`src/hdl/ptsd_pkg.sv`:
```
// ----------------------------------------------------------------------------
// ptsd_pkg
// Shared types and constants of the point to segment distance pipeline.
// ----------------------------------------------------------------------------
package ptsd_pkg;

    localparam int COORD_W   = 32;
    localparam int DIFF_W    = COORD_W + 1;      // coordinate differences
    localparam int T_BITS    = 24;               // fraction bits of projection t
    localparam int LEN_W     = 67;               // squared length and remainder
    localparam int ROOT_BITS = 35;               // bits of the square root
    localparam int SQ_W      = 2 * ROOT_BITS + 1;
    localparam int DIST_W    = 33;
    localparam logic [DIST_W-1:0] DIST_MAX = {DIST_W{1'b1}};

    typedef struct packed {
        logic                     vld;
        logic                     div_en;
        logic [LEN_W-1:0]         len2;
        logic [LEN_W-1:0]         rem;
        logic [T_BITS:0]          t;
        logic signed [DIFF_W-1:0] dx;
        logic signed [DIFF_W-1:0] dy;
        logic signed [DIFF_W-1:0] wx;
        logic signed [DIFF_W-1:0] wy;
    } div_word_t;

    typedef struct packed {
        logic                 vld;
        logic [SQ_W-1:0]      n;
        logic [ROOT_BITS-1:0] r;
    } sqrt_word_t;

endpackage

```
`src/hdl/ptsd_sqrt_cell.sv`:
```
// ----------------------------------------------------------------------------
// ptsd_sqrt_cell
// One digit of the integer square root, settling root bit BIT.
// ----------------------------------------------------------------------------
module ptsd_sqrt_cell #(
    parameter int BIT = 0
) (
    input  logic                 clk,
    input  logic                 rst_n,
    input  ptsd_pkg::sqrt_word_t din,
    output ptsd_pkg::sqrt_word_t dout
);
    import ptsd_pkg::*;

    localparam logic [ROOT_BITS-1:0] LOW_MASK = ROOT_BITS'((64'd1 << BIT) - 64'd1);

    sqrt_word_t      word_reg;
    sqrt_word_t      word_next;
    logic [SQ_W-1:0] trial;
    logic            ge;

    always_comb
    begin
        // trial = 2*r*2^BIT + 2^(2*BIT), r holding only bits above BIT
        trial     = ({{(SQ_W-ROOT_BITS){1'b0}}, din.r} << (BIT + 1))
                  | (SQ_W'(1) << (2 * BIT));
        ge        = (din.n >= trial);
        word_next = din;
        if (ge)
        begin
            word_next.n = din.n - trial;
            word_next.r = din.r | (ROOT_BITS'(1) << BIT);
        end
    end

    always_ff @(posedge clk or negedge rst_n)
    begin
        if (!rst_n)
            word_reg <= '0;
        else
            word_reg <= word_next;
    end

    assign dout = word_reg;

`ifndef SYNTHESIS
    a_low_bits_clear: assert property (@(posedge clk) disable iff (!rst_n)
        word_reg.vld |-> ((word_reg.r & LOW_MASK) == '0))
        else $error("square root bits below the current digit are set");
`endif

endmodule

```
`config.mk`:
```
export PLATFORM = sky130hd
export DESIGN_NAME = ptsd_sqrt_cell
export DESIGN_NICKNAME = d
export VERILOG_FILES = /design/src/hdl/ptsd_pkg.sv /design/src/hdl/ptsd_sqrt_cell.sv
export SDC_FILE = /design/constraint.sdc
export NUM_CORES = 1
export LEC_CHECK = 0
export BUFFER_PORTS_ARGS = -buffer_cell sky130_fd_sc_hd__clkbuf_2
export CORE_ASPECT_RATIO = 1.5
export CORE_MARGIN = 2
export CORE_UTILIZATION = 50
export DETAILED_ROUTE_END_ITERATION = 10
export PLACE_DENSITY = 0.88
export SLEW_MARGIN = 0
export SYNTH_ARGS = -nofsm -noshare
export SYNTH_HDL_FRONTEND = slang
export SYNTH_SLANG_ARGS = --single-unit
```
`constraint.sdc`:
```
create_clock -name clk -period 0.8 [get_ports clk]
set_input_delay 0 -clock clk [delete_from_list [all_inputs] [get_ports clk]]
set_output_delay 0 -clock clk [all_outputs]
set_load 0.01 [all_outputs]
```
==> metrics, run 1 <==
H-tree depth=3; flops & latches, synth=roughly 110; gpl congestion=1.04; Mapped Cells=670; Synth cell types=53; Top FF cell, synth=dfrtp_1; grt ovf=4; EDFF count, synth=0; Total GRT Usage=roughly 63%; Async S/R FF share, synth=100%; chip width=between 90 and 100 um; root buf cell=clkbuf_16; Die Span Y=approximately 140 um; post-synthesis net count=816; initial core utilization=~51%; area share of the leading cell type in the synthesized netlist=between 40% and 50%; stop err=[ERROR GRT-0116] Global routing finished with congestion. Check the congestion regions in the DRC Viewer.; pre-CTS WS=-2.08 ns; largest area contributor in the netlist=dfrtp_1; clock sinks=between 100 and 150; Post-DP Area=about 9100 sq um; Mean Syn Cell Area=~9 sq um; clock buffer count from CTS=9; first-pass GRT wire length=approximately 61000 um; placed cell count=approximately 1200; DP Wirelength=about 18000 um; Syn. warnings=0; status=stopped before the end; failing step=global routing (5_1_grt); synthesized area=6130 sq um; Area contributors post-synth=dfrtp_1 (44%), ha_1 (7.3%), xor2_1 (5.4%), o21ai_0 (5.0%), nand2_1 (4.8%); pin count of the biggest net entering global routing=62; # rows=49; input/output buffers=between 200 and 250; vias in the first global route=between 10000 and 15000; I/O pin cnt=between 200 and 250; Bufs on Longest Clock Path=2; Seq/Total Area, Yosys=a little over two fifths
synthesized netlist by cell type (4+ instances only):
| master | instances |
|---|---|
| o21a_1 | 6 |
| dfrtp_1 | 107 |
| inv_1 | 39 |
| a21o_1 | 10 |
| ha_1 | 36 |
| xor2_1 | 38 |
| nor4_1 | 14 |
| nand4_1 | 19 |
| o211ai_1 | 7 |
| or4_1 | 6 |
| o21ai_0 | 61 |
| nand3_1 | 14 |
| or3_1 | 7 |
| nand2_1 | 78 |
| nor3_1 | 15 |
| o31ai_1 | 4 |
| clkbuf_1 | 24 |
| nor2_1 | 47 |
| nand2b_1 | 4 |
| a21oi_1 | 56 |
| xnor2_1 | 30 |
routing by layer:
metal / track usage (%) / overflow
met4: 62.2 / 3
met1: 60.4 / 0
met2: 84.5 / 1
met5: 9.92 / 0
met3: 42.0 / 0
per-stage QoR:
step,hold WS (ns),utilization (%)
floorplan,-0.296,-
CTS,0.00384,90.5
global placement,-0.177,75.8
detailed placement,-0.176,75.8
cell families after synthesis:
| kind of cell | after synthesis | synth area share, % |
|---|---|---|
| buffers and inverters | 65 | 4.17 |
| adder cells (fa/ha/maj) | 37 | 7.68 |
| AND/OR/NAND/NOR | 228 | 18.9 |
| flip-flops | 107 | 43.7 |
| multiplexers | 2 | 0.367 |
| AO/OA/AOI/OAI | 163 | 15.5 |
| XOR/XNOR | 68 | 9.72 |
repair_timing:
action,4_1_cts
resized for setup,76
hold buffers,99
setup buffers,13
cloned,2
endpoints found under the hold margin,204
pin swaps,37
endpoints found under the setup margin,179
==> inputs of run 2 (changes only) <==
- CORE_ASPECT_RATIO: 1.5 -> default
- CORE_UTILIZATION: 50 -> 35
- PLACE_DENSITY: 0.88 -> default
- PLACE_DENSITY_LB_ADDON: default -> 0.15
==> metrics, run 2 <==
DP Wirelength=16700 um (-4.9%); Synth cell types=53 (unchanged); number of fill cells=1325; mux contribution to synthesized area=0.367% (unchanged); post-layout net count=roughly 1400; Mapped Cells=670 (unchanged); first-pass GRT wire length=35200 um; Achievable Freq=0.433 GHz; Synth Area in XOR/XNOR=9.72% (unchanged); HP Class=input port to register; worst hold slack=-0.0751 ns; min cycle time layout=2.31 ns; commonest non-fill, non-tap cell in the layout=buf_4; RSZ-0062 raised after global routing=yes; post-route cell area=around 12000 sq um; fin. max-slew vios=0; Final Hold Vio Count=1; post-route ant nets=0; Bufs on Longest Clock Path=2 (unchanged); Crit. End Element=register; failing checks=negative hold slack, negative setup slack; I/O pin cnt=216 (unchanged); clock buffer count from CTS=9 (unchanged); worst-path maximum fanout=6; core area=17200 sq um; Compound-Gate Fraction of Synth Area=15.5% (unchanged); status=finished with violations; WL per Instance=approximately 16 um; Area contributors post-synth=dfrtp_1 (44%), ha_1 (7.3%), xor2_1 (5.4%), o21ai_0 (5.0%), nand2_1 (4.8%); drt via density=approximately 4.8; area grow syn2layout=95.6%; post-synthesis net count=816 (unchanged); Post-Synth Simple-Gate Area=18.9% (unchanged); slowest stage delay, CP=~0.55 ns; pin count of the biggest net entering global routing=31; PwrDens=1380 nW/um^2; CTS tree=done; Top FF cell, synth=dfrtp_1; Arr. time, crit path=2.59 ns; gpl congestion=0.906 (-13%); Multi-input gate area=between 4000 and 5000 sq um; H-tree depth=3 (unchanged); cell leakage power=between 5 and 6 nW; Mean Syn Cell Area=9.15 sq um (unchanged); Required @ worst endpoint=~1.1 ns; Initial DRC Count=~330; Storage cell area=around 2700 sq um; Clock transition at path regs=0.08 ns; input/output buffers=215 (unchanged); Hold Crit Depth=3; clock sinks=107 (unchanged); most numerous cell in the Yosys netlist=dfrtp_1; total number of vias=around 7000; layout cells sized above 1=between 50% and 60%; most frequent cells in the layout=buf_4 (230), clkbuf_2 (197), dfrtp_1 (107); slowest CP cell=or4_4; # rows=48 (-2.0%); Final setup violation count=179; chip width=136 um (+44%); Die Span Y=136 um (-2.3%); synth cell count leaders=dfrtp_1 (107), nand2_1 (78), o21ai_0 (61), a21oi_1 (56), nor2_1 (47); hold wc startpoint=din[101]; largest area contributor in the netlist=dfrtp_1; Adder-Cell Fraction of Synth Area=7.68% (unchanged); synthesized area=6130 sq um (unchanged); Async S/R FF share, synth=100% (unchanged); MaxCap Viol Count=0; dominant combinational cell family by area after synthesis=simple AND/OR/NAND/NOR gates; grt ovf=0; Post-CTS Hold Buffers=100 (+1.0%); area share of the leading cell type in the synthesized netlist=43.7% (unchanged); EDFF count, synth=0 (unchanged); initial core utilization=35.6% (-16 points); aggregate negative setup slack=-107.43 ns; Max IR drop VDD=around 0.0011 V; setup slack after layout=-1.51 ns; die area=around 19000 sq um; Ant. Diodes=0; Pre-antenna DRT Iters=5; Seq/Total Area, Yosys=43.7% (unchanged); Total GRT Usage=between 20 and 25%; relative slew slack=between 60% and 70%; antenna violations before repair=0; flops & latches, synth=107 (unchanged); Worst Setup Start Kind=input port; Pwr Total=16.5 mW; Post-DP Area=9360 sq um (+3.4%); root buf cell=clkbuf_16; worst-path cell chain=buf_6 -> or4_4 -> or4_4 -> or2_4 -> o31a_1 -> nand3b_4 -> o211a_4 -> nand2_4 -> nor4_2 -> xor2_1; Worst-Margin Slew=between 0.5 and 0.6 ns; Hold Path End=dout[101]; final critical-path share of the clock period=289%; Syn. warnings=0 (unchanged); vias in the first global route=7029; drt drc=0; worst setup path class=input port to register; WL final=about 23000 um; Crit path top cell by count=or4_4; max reg flops=roughly 110
[run 2: cell counts after synthesis]
No cell type changed its count.
[run 2: power breakdown]
group	switching, mW	total, mW	internal (mW)
logic	2.92	6.08	3.16
registers	0.187	6.18	5.99
clock network	2.11	4.23	2.12
total	5.21	16.5	11.3
[run 2: cells by family (layout without fill, tap and decap cells)]
group                    after synthesis  in the layout
AND/OR/NAND/NOR                      228            228
AO/OA/AOI/OAI                        163            163
flip-flops                           107            107
XOR/XNOR                              68             68
buffers and inverters                 65            633
adder cells (fa/ha/maj)               37             37
multiplexers                           2              2
[run 2: repair_timing]
action,4_1_cts,5_1_grt
hold endpoints to repair,207,1
cloned,2,4
endpoints found under the setup margin,179,179
gates resized for setup,91,192
pin swaps,39,83
setup buffers,11,18
[run 2: layer usage]
layer	global-route usage (%)	share of wire, %
met5	0	0
met4	5.96	1.2
met3	5.07	6.1
met2	38.7	47
met1	33.5	46
[run 2: layout make-up]
type	count	share of cell area [%]
clock inverters	7	0.418
repair buffers	578	36.9
flip-flops and latches	107	22.3
inverters	39	1.24
well taps	225	2.35
clock buffers	9	1.88
multi-input cells	498	34.8
[run 2: how the worst max path moves through the flow]
stage	startpoint	end	slack, ns	cells after the start
6_report	din[91]	dout[105]	-1.51	10
5_1_grt	din[91]	dout[81]	-1.58	11
2_1_floorplan	din[91]	dout[95]	-1.70	10
3_5_place_dp	din[3]	dout[97]	-1.97	12
4_1_cts	din[91]	dout[101]	-1.48	10
3_3_place_gp	din[0]	dout[97]	-1.93	15
[run 2: critical path, delay by kind of cell]
family / cells / cell delay, ns
AO/OA/AOI/OAI: 2 / 0.47
XOR/XNOR: 1 / 0.18
buffers and inverters: 1 / 0.09
AND/OR/NAND/NOR: 6 / 1.84
[run 2: per-stage QoR]
stage / instances / util (%) / worst slack (ns) / hold WS, ns
final: 1463 / 69.5 / -1.51 / -0.0751
after floorplan: 670 / - / -1.70 / -0.296
after global placement: 1314 / 54.3 / -1.93 / -0.0562
after detailed placement: 1314 / 54.3 / -1.97 / -0.0600
after global routing: 1463 / 69.5 / -1.58 / -0.0570
after CTS: 1443 / 64.9 / -1.48 / -0.0834
(Power assumes the default switching activity.)
