===== src/hdl/ptsd_pkg.sv =====
// ----------------------------------------------------------------------------
// ptsd_pkg
// Shared types and constants of the point to segment distance pipeline.
// ----------------------------------------------------------------------------
package ptsd_pkg;

    localparam int COORD_W   = 32;
    localparam int DIFF_W    = COORD_W + 1;      // coordinate differences
    localparam int T_BITS    = 24;               // fraction bits of projection t
    localparam int LEN_W     = 67;               // squared length and remainder
    localparam int ROOT_BITS = 35;               // bits of the square root
    localparam int SQ_W      = 2 * ROOT_BITS + 1;
    localparam int DIST_W    = 33;
    localparam logic [DIST_W-1:0] DIST_MAX = {DIST_W{1'b1}};

    typedef struct packed {
        logic                     vld;
        logic                     div_en;
        logic [LEN_W-1:0]         len2;
        logic [LEN_W-1:0]         rem;
        logic [T_BITS:0]          t;
        logic signed [DIFF_W-1:0] dx;
        logic signed [DIFF_W-1:0] dy;
        logic signed [DIFF_W-1:0] wx;
        logic signed [DIFF_W-1:0] wy;
    } div_word_t;

    typedef struct packed {
        logic                 vld;
        logic [SQ_W-1:0]      n;
        logic [ROOT_BITS-1:0] r;
    } sqrt_word_t;

endpackage


===== src/hdl/ptsd_div_cell.sv =====
// ----------------------------------------------------------------------------
// ptsd_div_cell
// One restoring division step of the projection parameter.
// ----------------------------------------------------------------------------
module ptsd_div_cell (
    input  logic                clk,
    input  logic                rst_n,
    input  ptsd_pkg::div_word_t din,
    output ptsd_pkg::div_word_t dout
);
    import ptsd_pkg::*;

    div_word_t        word_reg;
    div_word_t        word_next;
    logic [LEN_W-1:0] rem2;
    logic             ge;

    always_comb
    begin
        rem2      = {din.rem[LEN_W-2:0], 1'b0};
        ge        = (rem2 >= din.len2);
        word_next = din;
        if (din.div_en)
        begin
            word_next.t   = {din.t[T_BITS-1:0], ge};
            word_next.rem = ge ? (rem2 - din.len2) : rem2;
        end
    end

    always_ff @(posedge clk or negedge rst_n)
    begin
        if (!rst_n)
            word_reg <= '0;
        else
            word_reg <= word_next;
    end

    assign dout = word_reg;

`ifndef SYNTHESIS
    a_rem_below_len: assert property (@(posedge clk) disable iff (!rst_n)
        (word_reg.vld && word_reg.div_en) |-> (word_reg.rem < word_reg.len2))
        else $error("division remainder not below squared length");
`endif

endmodule


===== config.mk =====
export PLATFORM = sky130hd
export DESIGN_NAME = ptsd_div_cell
export DESIGN_NICKNAME = d
export VERILOG_FILES = /design/src/hdl/ptsd_pkg.sv /design/src/hdl/ptsd_div_cell.sv
export SDC_FILE = /design/constraint.sdc
export NUM_CORES = 1
export LEC_CHECK = 0
export BUFFER_PORTS_ARGS = -buffer_cell sky130_fd_sc_hd__buf_2
export CORE_AREA = 3 3 225 227
export DETAILED_ROUTE_END_ITERATION = 16
export DIE_AREA = 0 0 228 230
export SLEW_MARGIN = 15
export SYNTH_ARGS = -nofsm -noshare
export SYNTH_HDL_FRONTEND = slang
export SYNTH_SLANG_ARGS = --single-unit

===== constraint.sdc =====
create_clock -name clk -period 0.8 [get_ports clk]
set_clock_uncertainty 0.2 [all_clocks]
set_input_delay 0.16 -clock clk [delete_from_list [all_inputs] [get_ports clk]]
set_output_delay 0.16 -clock clk [all_outputs]
set_load 0.005 [all_outputs]

=== Word level (Yosys, flattened, before mapping) ===
Index checks and enable logic that the tools add are counted.

* Register bits after elaboration: 293
* Input bits: 295
* Word-level logic and storage cells: 13

* $add $sub $neg: 1
* $lt $le $gt $ge: 1
* Muxes and demuxes: 2

{| class="wikitable"
|+ Operators by type and width
! operator !! count
|-
| 2-to-1 mux 92 bit || 1
|-
| greater-or-equal comparator 67 bit || 1
|-
| 2-to-1 mux 67 bit || 1
|-
| subtractor 67 bit || 1
|}

=== Longest topological paths before layout ===
Gate-level depths: netlist of the first run.

* Word-level depth: 3
* Mapped depth: 15
* Mapped depth without buffers: 12

=== Worst setup path before layout of the first run ===
Ideal clock, no wire load.

* Path kind: input port to flip-flop
* From: input port din[224] in the netlist's numbering
* To: register word_reg (netlist bit dout[213])
* Required time: 0.471 ns
* Arrival time: 2.524 ns
* Setup time: 0.129 ns
* Buffers on the path: 0
* Slack: -2.054 ns
* Cell stages on the path: 12
* Cell sequence: inv_1 > fa_1 > a211oi_1 > o31a_1 > a21boi_1 > o21ai_1 > a311oi_2 > a31oi_2 > o21ai_2 > a2111o_1 > nand3_1 > o21ai_1

{| class="wikitable"
|+ RTL lines
! what !! line !! source
|-
| start: declaration || ptsd_div_cell.sv:8 || <nowiki>input ptsd_pkg::div_word_t din,</nowiki>
|-
| end signal: assignment || ptsd_div_cell.sv:35 || <nowiki>word_reg <= word_next;</nowiki>
|-
| end: declaration || ptsd_div_cell.sv:13 || <nowiki>div_word_t word_reg;</nowiki>
|}

==> results.json, run 1 <==
{
  "detailed_place_hpwl_um": 50000,
  "grt_use_total_pct": 24.3,
  "critPathTopFamily": "compound AO/OA/AOI/OAI gates",
  "finalSetupViolCount": 367,
  "powerDensity_mw_per_mm2": 1800,
  "status": "finished with violations",
  "violations": "negative hold slack, negative setup slack",
  "slew_viol_final": 0,
  "die_y_um": 230,
  "antenna_left": 0,
  "worst_slew_pin_slew_ps": 589,
  "yosysMostFrequentCell": "dfrtp_1",
  "crit_cells": 14,
  "cp_slowest_cell": "or3_4",
  "drt_iter0_markers": 746,
  "coreArea_mm2": 0.0488,
  "clk_path_buf_depth": 3,
  "rsz0062_at_grt": "yes",
  "ff_latch_area_mm2": 0.00733,
  "grt_pass1_vias": 16000,
  "final_area_mm2": 0.0262,
  "drc": 0,
  "pre_cts_ws_ps": -2520,
  "worstPathRequired_ps": 1060,
  "die-area_mm2": 0.0524,
  "numCtsBuffers": 35,
  "p_total_mw": 47.3,
  "grt_overflow": 0,
  "cp_cell_sequence": "buf_8 -> ha_4 -> nand4_1 -> buf_4 -> nor3_4 -> o211ai_4 -> a31oi_4 -> o2111ai_4 -> a21oi_2 -> nor3_4 -> buf_6 -> buf_6 -> or3_4 -> a31oi_4",
  "portBuffers": 587,
  "critPathLaunchType": "primary input",
  "syn_nets": 1644,
  "drt-total-wl_um": 66700,
  "critPathMaxStageDelay_ps": 390,
  "dr.pass1.iters": 4,
  "p_leak_nw": 12.6,
  "worstSetupPathType": "in -> reg",
  "crit_fanout": 4,
  "largest_reg_flops": 293,
  "ioPinCount": 588,
  "period_share_pct": 316,
  "synthFlopType": "dfrtp_1",
  "netlist_top_cells_count": "293 x dfrtp_1, 155 x a21oi_1, 127 x nor2_1",
  "cp-end-kind": "flop",
  "min_period_ps": 2530,
  "vdd_drop_max_uv": 1360,
  "yosys_warnings": 0,
  "nets": 2879,
  "syn_avg_cell_area_um2": 10.5,
  "cts_max_level": 2,
  "holdWs_ps": -667,
  "syn-cell-area_mm2": 0.0134,
  "hold_viol_final": 347,
  "cts_tree": "built",
  "path_clk_slew_ps": 60,
  "synth_area_leaders": "dfrtp_1 55%, ha_1 6.2%, a21oi_1 5.8%, nor2_1 3.5%, inv_1 2.4%",
  "synth.yosys.seq_area_share_pct": 54.5,
  "timing.fmax_ghz": 0.396,
  "grt_max_degree": 38,
  "synth_cells": 1281,
  "cts.sinks": 293,
  "cts-root-buf": "clkbuf_16",
  "cp_num_buf_inv": 4,
  "synth-edff-count": 0,
  "antenna_found_initial": 15,
  "synth_top_area_cell": "dfrtp_1",
  "vias": 14900,
  "critical_path_arrival_ps": 2780,
  "dp_cells": 2861,
  "synth_cell_types": 74,
  "synth-async-reset-ratio_pct": 100,
  "multi_input_area_mm2": 0.00701,
  "die_w_um": 228,
  "grt_pass1_wl_um": 98200,
  "synth_top_area_share_pct": 54.5,
  "syn_to_final_growth_pct": 95.2,
  "slew_headroom_pct": 60.3,
  "gp_congestion": 0.914,
  "rows": 81,
  "maxCapViolCount": 0,
  "nFillCells": 4222,
  "final_cells": 3206,
  "hold_path_class": "in -> async",
  "drive_gt1_share_pct": 53.4,
  "ys_seq_elements": 293,
  "layout_setup_ws_ps": -1730,
  "place_area_mm2": 0.0202,
  "wl_per_cell_um": 20.8,
  "via_per_inst": 4.65,
  "start_util_pct": 27.5
}
-- worst max path at each step --
stage                         from   endpoint  slack (ps)
final                     din[172]  dout[160]       -1730
after global routing      din[172]  dout[172]       -1810
after CTS                 din[172]  dout[160]       -1650
after detailed placement  din[235]  dout[222]       -2520
after global placement    din[235]  dout[222]       -2520
after floorplan           din[230]  dout[188]       -1830
-- metrics by stage --
stage | util [%] | TNS, ps
3_5_place_dp | 41.4 | -183020
3_3_place_gp | 41.4 | -178140
6_report | 53.7 | -285200
5_1_grt | 53.7 | -303000
2_1_floorplan | - | -126060
4_1_cts | 51.8 | -292070
-- metal layers --
metal | share of wire [%] | GRT usage [%] | up-vias
li1 | - | - | 6954
met5 | 0.22 | 0 | -
met3 | 5.6 | 5.86 | 128
met2 | 51 | 43.7 | 439
met4 | 4.0 | 9.25 | 22
met1 | 39 | 28.0 | 7359
-- kinds of logic (layout without fill, tap and decap cells) --
| family | Yosys count | after routing | share of synthesized area [%] |
|---|---|---|---|
| xor gates and xnor gates | 60 | 60 | 3.91 |
| buffers and inverters | 144 | 1404 | 4.37 |
| DFF | 293 | 293 | 54.5 |
| other | 0 | 1 | 0 |
| muxes | 46 | 46 | 3.68 |
| AOI/OAI and AO/OA | 354 | 354 | 16.3 |
| adders and majority gates | 68 | 68 | 6.39 |
| and+or+nand+nor | 316 | 316 | 10.8 |
-- where the power goes --
part	internal, mW	switching (mW)	total (mW)
combinational	7.38	6.66	14.0
sequential	15.9	0.403	16.3
clock	10.2	6.85	17.0
-- cell type report --
type	count	area share (%)
Timing Repair Buffer	1255	36.2
Multi-Input combinational cell	844	26.7
Sequential cell	293	27.9
Tap cell	664	3.17
Inverter	87	1.33
Clock inverter	16	0.839
Antenna cell	1	0.00954
Clock buffer	46	3.81
-- layout by cell type, fill, tap and decap left out, types with 12 or more instances in the layout --
master           n
buf_2          504
buf_4          401
dfrtp_1        293
dlygate4sd3_1  215
nor2_1         102
a21oi_1        101
buf_6          101
inv_1           70
nand2_1         70
a21oi_2         48
ha_1            41
clkbuf_16       39
o21ai_0         32
xor2_1          30
nand4_1         29
xnor2_1         25
ha_4            23
a21o_1          22
mux2_4          22
nand3_1         19
buf_12          19
a31oi_1         17
o21ai_1         16
mux2i_1         16
nor2b_1         15
nor2_4          14
o21ai_2         13
inv_2           12
nor2_2          12
-- what timing repair did --
action | 4_1_cts | 5_1_grt
hold endpoints to repair | 586 | 384
gates resized for setup | 310 | 171
setup buffers | 46 | 19
pin swaps | 95 | 99
setup endpoints to repair | 361 | 403
hold buffers | 215 | 6
gates cloned | 5 | 3
(Power assumes the default switching activity.)
==> inputs of run 2 (changes only) <==
--- a/config.mk
+++ b/config.mk
@@ -6,9 +6,9 @@
 export NUM_CORES = 1
 export LEC_CHECK = 0
 export BUFFER_PORTS_ARGS = -buffer_cell sky130_fd_sc_hd__buf_2
-export CORE_AREA = 3 3 225 227
+export CORE_MARGIN = 3
+export CORE_UTILIZATION = 25
 export DETAILED_ROUTE_END_ITERATION = 16
-export DIE_AREA = 0 0 228 230
 export SLEW_MARGIN = 15
 export SYNTH_ARGS = -nofsm -noshare
 export SYNTH_HDL_FRONTEND = slang
==> constraint.sdc (replaced) <==
create_clock -name clk -period 2.8 [get_ports clk]
set_clock_uncertainty 0.2 [all_clocks]
set_input_delay 0.56 -clock clk [delete_from_list [all_inputs] [get_ports clk]]
set_output_delay 0.56 -clock clk [all_outputs]
set_load 0.005 [all_outputs]
==> run 2 against run 1 <==
  * Critical endpoint is now dout[178]
  * Count of clock-buffer cells in the layout up 1
  * Global-route usage down 2.1 points
  * Sequential share of layout area up 1.2 points
  * The flow finishes with violations (negative setup slack)
  * Cell count down 1.4%
==> results.json, run 2 (synthesis results as in run 1) <==
{
  "path_clk_slew_ps": 50,
  "grt_use_total_pct": 22.2,
  "coreArea_mm2": 0.0529,
  "worst_slew_pin_slew_ps": 585,
  "detailed_place_hpwl_um": 49200,
  "drive_gt1_share_pct": 52.2,
  "drc": 0,
  "critPathLaunchType": "primary input",
  "final_area_mm2": 0.0252,
  "grt_pass1_vias": 15400,
  "worstPathRequired_ps": 3020,
  "largest_reg_flops": 293,
  "syn_to_final_growth_pct": 87.3,
  "crit_cells": 16,
  "vias": 14600,
  "cp_cell_sequence": "buf_12 -> inv_12 -> ha_4 -> a2111o_1 -> o211ai_2 -> a31oi_4 -> o2111ai_4 -> a21oi_2 -> nor3_4 -> buf_6 -> buf_12 -> buf_12 -> buf_8 -> nor2_4 -> a21oi_2 -> a21oi_2",
  "cp_num_buf_inv": 6,
  "die_w_um": 238,
  "worstSetupPathType": "in -> reg",
  "critical_path_arrival_ps": 3170,
  "period_share_pct": 105,
  "p_leak_nw": 12.1,
  "via_per_inst": 4.61,
  "min_period_ps": 2950,
  "nets": 2801,
  "nFillCells": 4732,
  "critPathMaxStageDelay_ps": 460,
  "cts_tree": "built",
  "final_core_utilization_pct": 47.6,
  "status": "finished with violations",
  "portBuffers": 587,
  "start_util_pct": 25.4,
  "violations": "negative setup slack",
  "p_total_mw": 13.7,
  "finalSetupViolCount": 45,
  "numCtsBuffers": 37,
  "grt_max_degree": 70,
  "drt_iter0_markers": 712,
  "cts-root-buf": "clkbuf_16",
  "final_common_cell": "buf_2",
  "layout_setup_ws_ps": -150,
  "cp_slowest_cell": "a2111o_1",
  "grt_pass1_wl_um": 95600,
  "slew_viol_final": 0,
  "antenna_found_initial": 20,
  "vdd_drop_max_uv": 391,
  "cp-startpoint": "din[230]",
  "final_cell_mix": "566 x buf_2, 345 x buf_4, 293 x dfrtp_1, 197 x dlygate4sd3_1, 105 x a21oi_1",
  "cp-end-kind": "flop",
  "cts_max_level": 2,
  "dr.pass1.iters": 5,
  "die_y_um": 238,
  "rsz0062_at_grt": "yes",
  "gp_congestion": 0.883,
  "die-area_mm2": 0.0566,
  "crit_fanout": 7,
  "antenna_left": 0,
  "slew_headroom_pct": 61.0,
  "place_area_mm2": 0.0198,
  "cts.sinks": 293,
  "drt-total-wl_um": 66700,
  "timing.fmax_ghz": 0.339,
  "hold_viol_final": 0,
  "whs_path_depth": 2,
  "ioPinCount": 588,
  "maxCapViolCount": 0,
  "wl_per_cell_um": 21.1,
  "rows": 84,
  "clk_path_buf_depth": 3,
  "endpoint": "dout[178]",
  "critPathTopFamily": "compound AO/OA/AOI/OAI gates",
  "hold_path_class": "in -> reg",
  "grt_overflow": 0,
  "powerDensity_mw_per_mm2": 545
}
==> run 2: layout make-up <==
type	instances	area, um2	share of cell area (%)
antenna	7	17.5	0.0696
timing repair buffer	1175	8420	33.5
tap	688	861	3.42
inverter	87	352	1.40
clock buffer	47	1020	4.07
sequential	293	7330	29.1
clock inverter	21	335	1.33
multi-input combinational	844	6830	27.1
==> run 2: layer usage <==
layer	global-route usage, %	part of all wire, %	vias up
li1	-	-	6796
met1	24.7	38	7057
met2	39.7	50	534
met3	6.24	7.1	166
met4	9.94	5.2	22
met5	0	0.21	-
==> run 2: how the worst min path moves through the flow <==
| stage | startpoint | to | slack [ps] |
|---|---|---|---|
| after floorplan | rst_n | dout[0] | 60 |
| after global placement | rst_n | dout[241] | 370 |
| after detailed placement | rst_n | dout[241] | 380 |
| after CTS | din[252] | dout[252] | 5 |
| after global routing | din[242] | dout[242] | 7 |
| final | din[242] | dout[242] | 40 |
==> run 2: per-stage QoR <==
step / hold WS, ps / std cells / setup TNS (ps) / setup slack, ps
6_report: 38.2 / 3162 / -2860 / -150
4_1_cts: 4.83 / 3126 / -519 / -63.8
3_3_place_gp: 374 / 2843 / -50320 / -904
2_1_floorplan: 64.4 / 1281 / -12270 / -235
5_1_grt: 7.43 / 3158 / -5610 / -189
3_5_place_dp: 378 / 2843 / -54560 / -960
==> run 2: repair_timing <==
item,4_1_cts,5_1_grt
pin swaps,53,91
hold buffers,197,0
resized for setup,138,206
gates cloned,5,4
hold endpoints to repair,246,0
setup buffers,15,29
setup endpoints to repair,68,68
==> run 2: report_power, final <==
part,leakage (nW),switching (mW),internal [mW]
Sequential,3.41,0.0963,4.53
Combinational,8.04,1.88,1.92
Clock,0.658,2.01,3.28
Total,12.1,3.98,9.74
==> inputs of run 3 (changes only) <==
--- a/config.mk
+++ b/config.mk
@@ -9,6 +9,8 @@
 export CORE_MARGIN = 3
 export CORE_UTILIZATION = 25
 export DETAILED_ROUTE_END_ITERATION = 16
+export PLACE_DENSITY = 0.59
+export REMOVE_ABC_BUFFERS = 1
 export SLEW_MARGIN = 15
 export SYNTH_ARGS = -nofsm -noshare
 export SYNTH_HDL_FRONTEND = slang
==> run 3 against run 2 <==
  * The flow still finishes with violations (negative setup slack)
  * Fmax increased by 0.74%
  * Sequential cell count unchanged
  * Global-route usage increased by 0.34 points
  * Worst hold slack got worse by 14 ps
  * Via count increased by 0.21%
  * Combinational power increased by 3%
  * Sequential power about the same
  * Critical path type unchanged
  * Critical endpoint is now dout[195]
==> results.json, run 3 (synthesis results as in run 1) <==
{
  "status": "finished with violations",
  "violations": "negative setup slack",
  "rsz0062_at_grt": "yes",
  "hold_viol_final": 0,
  "cts.sinks": 293,
  "place_area_mm2": 0.0199,
  "final_core_utilization_pct": 47.9,
  "use_met3_pct": 7.33,
  "path_clk_slew_ps": 50,
  "numCtsBuffers": 36,
  "cp_num_buf_inv": 10,
  "detailed_place_hpwl_um": 49800,
  "grtUsageMet1_pct": 25.8,
  "worstPathRequired_ps": 3030,
  "cts_max_level": 2,
  "grt_overflow": 0,
  "final_common_cell": "buf_2",
  "whs_endpoint": "dout[260]",
  "antenna_left": 0,
  "dr.pass1.iters": 5,
  "drt-total-wl_um": 67000,
  "maxCapViolCount": 0,
  "drt_iter0_markers": 562,
  "nets": 2822,
  "cp_slowest_cell": "ha_4",
  "grt_pass1_wl_um": 96900,
  "worst_slew_pin_slew_ps": 676,
  "powerDensity_mw_per_mm2": 536,
  "slew_viol_final": 0,
  "drc": 0,
  "cts_tree": "built",
  "dp_cells": 2864,
  "critPathLaunchType": "primary input",
  "cp-end-kind": "flop",
  "syn_to_final_growth_pct": 88.5,
  "start_util_pct": 25.4,
  "grt_most_used_layer": "met2",
  "grt_max_degree": 115,
  "grt_use_total_pct": 22.6,
  "ioPinCount": 588,
  "vdd_drop_max_uv": 381,
  "antenna_found_initial": 19,
  "worstHoldStart": "din[260]",
  "slew_headroom_pct": 54.9,
  "largest_reg_flops": 293,
  "via_per_inst": 4.59,
  "final_cell_mix": "568 x buf_2, 361 x buf_4, 293 x dfrtp_1, 195 x dlygate4sd3_1, 102 x a21oi_1",
  "die_y_um": 238,
  "setup_tns_ps": -3020,
  "critical_path_arrival_ps": 3160,
  "cts-root-buf": "clkbuf_16",
  "cp_cell_sequence": "buf_6 -> ha_4 -> buf_6 -> buf_4 -> nand4_1 -> buf_4 -> nor3_4 -> buf_4 -> nand4_1 -> o21ai_2 -> nor3_4 -> buf_6 -> buf_12 -> buf_12 -> buf_12 -> buf_4 -> a21oi_2 -> a21oi_2",
  "grt_use_met2_pct": 39.4,
  "coreArea_mm2": 0.0529,
  "pre_cts_ws_ps": -1210,
  "final_area_mm2": 0.0253,
  "critPathMaxStageDelay_ps": 280,
  "finalSetupViolCount": 58,
  "vias": 14600,
  "portBuffers": 587,
  "min_period_ps": 2930,
  "final_cells": 3182,
  "whs_path_depth": 2,
  "clk_path_buf_depth": 3,
  "crit_fanout": 8,
  "wl_per_cell_um": 21.1,
  "drive_gt1_share_pct": 53.5,
  "critPathTopFamily": "buffers and inverters",
  "cp_common_cell": "buf_4",
  "die_w_um": 238,
  "rows": 84,
  "die-area_mm2": 0.0566,
  "nFillCells": 4791,
  "worstSetupPathType": "in -> reg",
  "gp_congestion": 0.908,
  "timing.fmax_ghz": 0.342,
  "layout_setup_ws_ps": -128,
  "p_leak_nw": 12.2,
  "period_share_pct": 105,
  "hold_path_class": "in -> reg",
  "grt_pass1_vias": 15600
}
-- run 3: cell count changes in the layout (fill, tap and decap cells not counted), moves of 4 or more --
| cell | delta |
|---|---|
| o21ai_2 | +5 |
| o21ai_0 | -5 |
| nor2_2 | +7 |
| clkbuf_16 | -5 |
| clkbuf_8 | +6 |
| nor2_1 | -7 |
| a31oi_4 | +4 |
| buf_6 | +6 |
| buf_4 | +16 |
-- run 3: area by class of cell --
cell class / count / area [um2] / area share [%]
well taps: 688 / 861 / 3.40
multi-input cells: 844 / 6960 / 27.5
repair buffers: 1197 / 8560 / 33.8
inverters: 87 / 337 / 1.33
diodes: 8 / 20.0 / 0.0790
clock inverters: 16 / 223 / 0.879
clock buffers: 49 / 1050 / 4.14
flip-flops and latches: 293 / 7330 / 28.9
-- run 3: worst max path at each step --
stage | cells past startpoint | endpoint | slack, ps | start
2_1_floorplan | 10 | dout[211] | -3640 | din[230]
3_3_place_gp | 13 | dout[219] | -1200 | din[224]
3_5_place_dp | 13 | dout[219] | -1210 | din[224]
4_1_cts | 18 | dout[207] | -40 | din[240]
5_1_grt | 15 | dout[193] | -220 | din[252]
6_report | 18 | dout[195] | -130 | din[172]
-- run 3: through the flow --
stage / power, mW / hold slack, ps
final: 13.6 / 24.7
after detailed placement: 7.61 / 223
after global routing: 14.2 / 14.4
after global placement: 7.59 / 222
after CTS: 13.4 / 0.236
after floorplan: 5.84 / 64.4
-- run 3: power by group --
group	switching, mW	internal, mW	leakage, nW
registers	0.0925	4.53	3.41
logic	1.92	1.98	8.12
clock network	2.03	3.03	0.631
total	4.03	9.54	12.2
-- run 3: timing repair --
action	4_1_cts	5_1_grt
buffers inserted	29	25
resized for setup	211	189
setup endpoints to repair	68	68
hold endpoints to repair	250	1
gates cloned	5	1
pin swaps	80	114
hold buffers	194	1
-- run 3: layer usage --
| layer | wire length, um | share of wire, % |
|---|---|---|
| met1 | 25900 | 39 |
| met2 | 33200 | 50 |
| met3 | 5240 | 7.8 |
| met4 | 2550 | 3.8 |
| met5 | 132 | 0.20 |
